## config.mk

```make
export PLATFORM = sky130hd
export DESIGN_NAME = srsm_mul
export DESIGN_NICKNAME = d
export VERILOG_FILES = /design/src/design/sparse_row_slot_matrix_engine_assert.svh /design/src/design/srsm_pkg.sv /design/src/design/srsm_mul.sv
export SDC_FILE = /design/constraint.sdc
export NUM_CORES = 2
export LEC_CHECK = 0
export BUFFER_PORTS_ARGS = -buffer_cell sky130_fd_sc_hd__buf_2
export CAP_MARGIN = 20
export CORE_ASPECT_RATIO = 0.5
export CORE_UTILIZATION = 65
export DETAILED_ROUTE_END_ITERATION = 10
export PLACE_DENSITY = 0.8
export REMOVE_ABC_BUFFERS = 1
export SKIP_CTS_REPAIR_TIMING = 1
export SLEW_MARGIN = 10
export SYNTH_ARGS = -nofsm -noshare
export SYNTH_HDL_FRONTEND = slang
export SYNTH_SLANG_ARGS = --single-unit
export TNS_END_PERCENT = 5
```

## constraint.sdc

```tcl
create_clock -name clk_i -period 18.7 [get_ports clk_i]
set_input_delay 3.74 -clock clk_i [delete_from_list [all_inputs] [get_ports clk_i]]
set_output_delay 3.74 -clock clk_i [all_outputs]
set_load 0.01 [all_outputs]
```

## src/design/sparse_row_slot_matrix_engine_assert.svh

```systemverilog
// assertion macros for the sparse row-slot matrix engine
// expects clk_i and rst_ni in the scope of the module that uses them
`ifndef SPARSE_ROW_SLOT_MATRIX_ENGINE_ASSERT_SVH
`define SPARSE_ROW_SLOT_MATRIX_ENGINE_ASSERT_SVH

// checked only while out of reset
`define SRSM_ASSERT(name, prop, msg) \
  name: assert property (@(posedge clk_i) disable iff (!rst_ni) prop) else $error(msg);

// checked on every edge, reset included
`define SRSM_ASSERT_ALWAYS(name, prop, msg) \
  name: assert property (@(posedge clk_i) prop) else $error(msg);

`endif

```

## src/design/srsm_pkg.sv

```systemverilog
// shared command codes and fixed-point helpers for the sparse row-slot engine
// no dependencies
package srsm_pkg;

  localparam logic [2:0] CMD_SET  = 3'd0;
  localparam logic [2:0] CMD_GET  = 3'd1;
  localparam logic [2:0] CMD_SCALE = 3'd2;
  localparam logic [2:0] CMD_LOAD = 3'd3;
  localparam logic [2:0] CMD_DOT  = 3'd4;

  localparam int unsigned ColW  = 10;
  localparam int unsigned ValW  = 32;
  localparam int unsigned ProdW = 48;
  localparam int unsigned AccW  = 52;

  // saturate a shifted product to q16.16
  function automatic logic signed [ValW-1:0] sat_prod(input logic signed [ProdW-1:0] v);
    logic signed [ValW-1:0] r;
    r = v[ValW-1:0];
    if (!v[ProdW-1] && (|v[ProdW-2:ValW-1])) r = {1'b0, {(ValW-1){1'b1}}};
    if (v[ProdW-1] && !(&v[ProdW-2:ValW-1])) r = {1'b1, {(ValW-1){1'b0}}};
    return r;
  endfunction

  // saturate the dot accumulator to q16.16
  function automatic logic signed [ValW-1:0] sat_acc(input logic signed [AccW-1:0] v);
    logic signed [ValW-1:0] r;
    r = v[ValW-1:0];
    if (!v[AccW-1] && (|v[AccW-2:ValW-1])) r = {1'b0, {(ValW-1){1'b1}}};
    if (v[AccW-1] && !(&v[AccW-2:ValW-1])) r = {1'b1, {(ValW-1){1'b0}}};
    return r;
  endfunction

endpackage

```

## src/design/srsm_mul.sv

```systemverilog
// registered q16.16 multiplier: full 64-bit product, floor shift by 16
// depends on srsm_pkg
module srsm_mul (
  input  logic                                    clk_i,
  input  logic                                    en_i,
  input  logic signed [srsm_pkg::ValW-1:0]        a_i,
  input  logic signed [srsm_pkg::ValW-1:0]        b_i,
  output logic signed [srsm_pkg::ProdW-1:0]       prod_o
);
  import srsm_pkg::*;

  logic signed [2*ValW-1:0] full;
  logic signed [ProdW-1:0]  prod_q;

  assign full = a_i * b_i;

  // dropping the low 16 bits of a two's complement value rounds toward minus infinity
  always_ff @(posedge clk_i) begin
    if (en_i) begin
      prod_q <= full[2*ValW-1:16];
    end
  end

  assign prod_o = prod_q;

endmodule

```

==> results.yml <==
job:
  drv_cap: 0
timing:
  finalCritPeriodShare_pct: 63.6
  setup_tns_ps: 0
  layout_min_cycle_time_ps: 11890
  slew_headroom_pct: 33.7
  fmax_mhz: 84.1
  report.final.hold_viol_count: 0
  finalSetupViolations: 0
  holdWs_ps: 3860
  worst_pin_slew_ps: 994
  rsz0062_at_grt: "no"
  maxSlewViolCount: 0
clock_tree:
  h-tree-depth: 2
  cts_tree: "done"
  cts_buffers: 5
  clk_pin_slew_worst_paths_ps: 70
  cts_sinks: 48
  clk_path_buf_depth: 2
  root_buffer: "clkbuf_16"
worst_setup_path:
  crit_path_start_kind: "primary input"
  required_ps: 18740
  criticalPathCategory: "in -> reg"
  setup.worst_path.start: "a_i[31]"
  worst-path-buf-inv: 8
  path_delay_family: "adder cells"
  slowest_stage: "fa_1"
  critPathCaptureType: "register"
  path_max_fanout: 32
  cp_data_arrival_time_ps: 11930
  crit_path_frequent_cell: "fa_1"
  cp.depth: 27
  slowest_delay_ps: 840
cells_and_area:
  final_cell_area_sq_um: 38000
  layout-drive-gt1-share_pct: 3.74
  stdcell_count: 4503
  diodes: 0
  finalNetCount: 5073
  largest_reg_flops: 48
  syn2layout_area_growth_pct: 2.71
place:
  dp_hpwl_microns: 70700
  numPortBuffers: 113
  post-place-cells: 4494
  gp_congestion: 0.920
  placed_area_sq_um: 37800
synthesis:
  synthAdderAreaFrac_pct: 64.6
  synth_cell_types: 54
  synth-compound-area-share_pct: 2.79
  synth_xor_xnor_area_share_pct: 1.49
  ys_ff_latch: 48
  synth_top_area_cell: "fa_1"
  synth_area_sq_um: 37000
  synth_cells: 3820
  synth_flop_cell: "edfxtp_1"
  syn_area_per_cell_sq_um: 9.68
  synthMostInstantiatedCell: "fa_1"
  yosysWarnings: 0
  synth_commonest_cells: "1,081 x fa_1, 950 x inv_1, 513 x nand2_1"
  synth_top_family_by_area: "adder cells"
  synth_mux_area_share_pct: 0
  ys_seq_area_share_pct: 3.90
  synth-simple-area-share_pct: 15.5
  synth_top_area_share_pct: 58.5
  synth-edff-count: 48
  ys_top_cells_by_area: "fa_1 59%, inv_1 9.6%, and2_1 8.7%"
  async_flop_share_pct: 0
grt:
  grt_pass1_wl_microns: 143000
  track_usage_pct: 31.4
  grt-ovfl-total: 0
  antenna_found_initial: 1
  grt_max_degree: 49
  grt_pass1_vias: 28803
floorplan:
  core_sq_um: 55900
  ioPinCount: 114
  rows: 61
  dieHeight_microns: 171
  die_w_microns: 339
  start_util_pct: 66.2
  die-area_sq_um: 57900
route:
  drc: 0
  vias: 25537
  antenna_left: 0
  firstDrtPassIters: 6
  routedWlPerCell_microns: 18.8
  via_per_inst: 5.67
  drt-initial-drc-count: 1672
  wirelength_microns: 84500
status:
  outcome: "finished clean"
hold_path:
  whs_path_depth: 1
  min_from: "en_i"
  min_path_type: "in -> reg"
## final timing paths
check / endpoint / slack (ps)
max: prod_o[47] / 6810
min: prod_o[45] / 3860
## logic make-up (layout without fill, tap and decap cells)
family | Yosys count | after routing
xor+xnor | 63 | 63
compound gates | 153 | 153
flops | 48 | 48
buf+inv | 1155 | 1082
fa+ha+maj | 1261 | 1261
simple gates | 1140 | 1140
## per-layer routing
layer / wire, microns / vias to the layer above / part of all wire [%] / GRT usage [%]
li1: - / 10705 / - / -
met1: 30300 / 13509 / 36 / 39.1
met2: 44200 / 1071 / 52 / 55.9
met3: 5420 / 252 / 6.4 / 3.34
met4: 4540 / 0 / 5.4 / 15.1
met5: 0 / - / 0 / 0
## through the flow
stage / worst slack [ps] / util [%]
2_1_floorplan: 7840 / -
3_5_place_dp: 6500 / 67.7
5_1_grt: 6200 / 68.0
4_1_cts: 6810 / 68.0
6_report: 6810 / 68.0
3_3_place_gp: 6730 / 67.7
## layout make-up
type / instances / area [sq um]
fillers: 4335 / 17900
flip-flops and latches: 48 / 1440
well taps: 756 / 946
clock inverters: 3 / 42.5
multi-input cells: 2617 / 31200
inverters: 950 / 3570
repair buffers: 124 / 661
clock buffers: 5 / 125
## cell usage in the layout (no fill, tap or decap), types with 6 or more instances in the layout
| cell type | n |
|---|---|
| buf_4 | 10 |
| nand3_1 | 12 |
| inv_1 | 950 |
| edfxtp_1 | 48 |
| fa_1 | 1081 |
| a21oi_1 | 48 |
| nor3_1 | 7 |
| and3_1 | 7 |
| nand2b_1 | 12 |
| xnor2_1 | 40 |
| o21a_1 | 6 |
| ha_1 | 180 |
| nand2_1 | 513 |
| o21bai_1 | 8 |
| nor2_1 | 46 |
| nand4_1 | 14 |
| buf_2 | 113 |
| xor2_1 | 23 |
| and2_1 | 512 |
| a21o_1 | 21 |
| o21ai_0 | 26 |
Power is not shown: default switching activity piles up to over one toggle a cycle in this logic, so the estimate is an artifact.
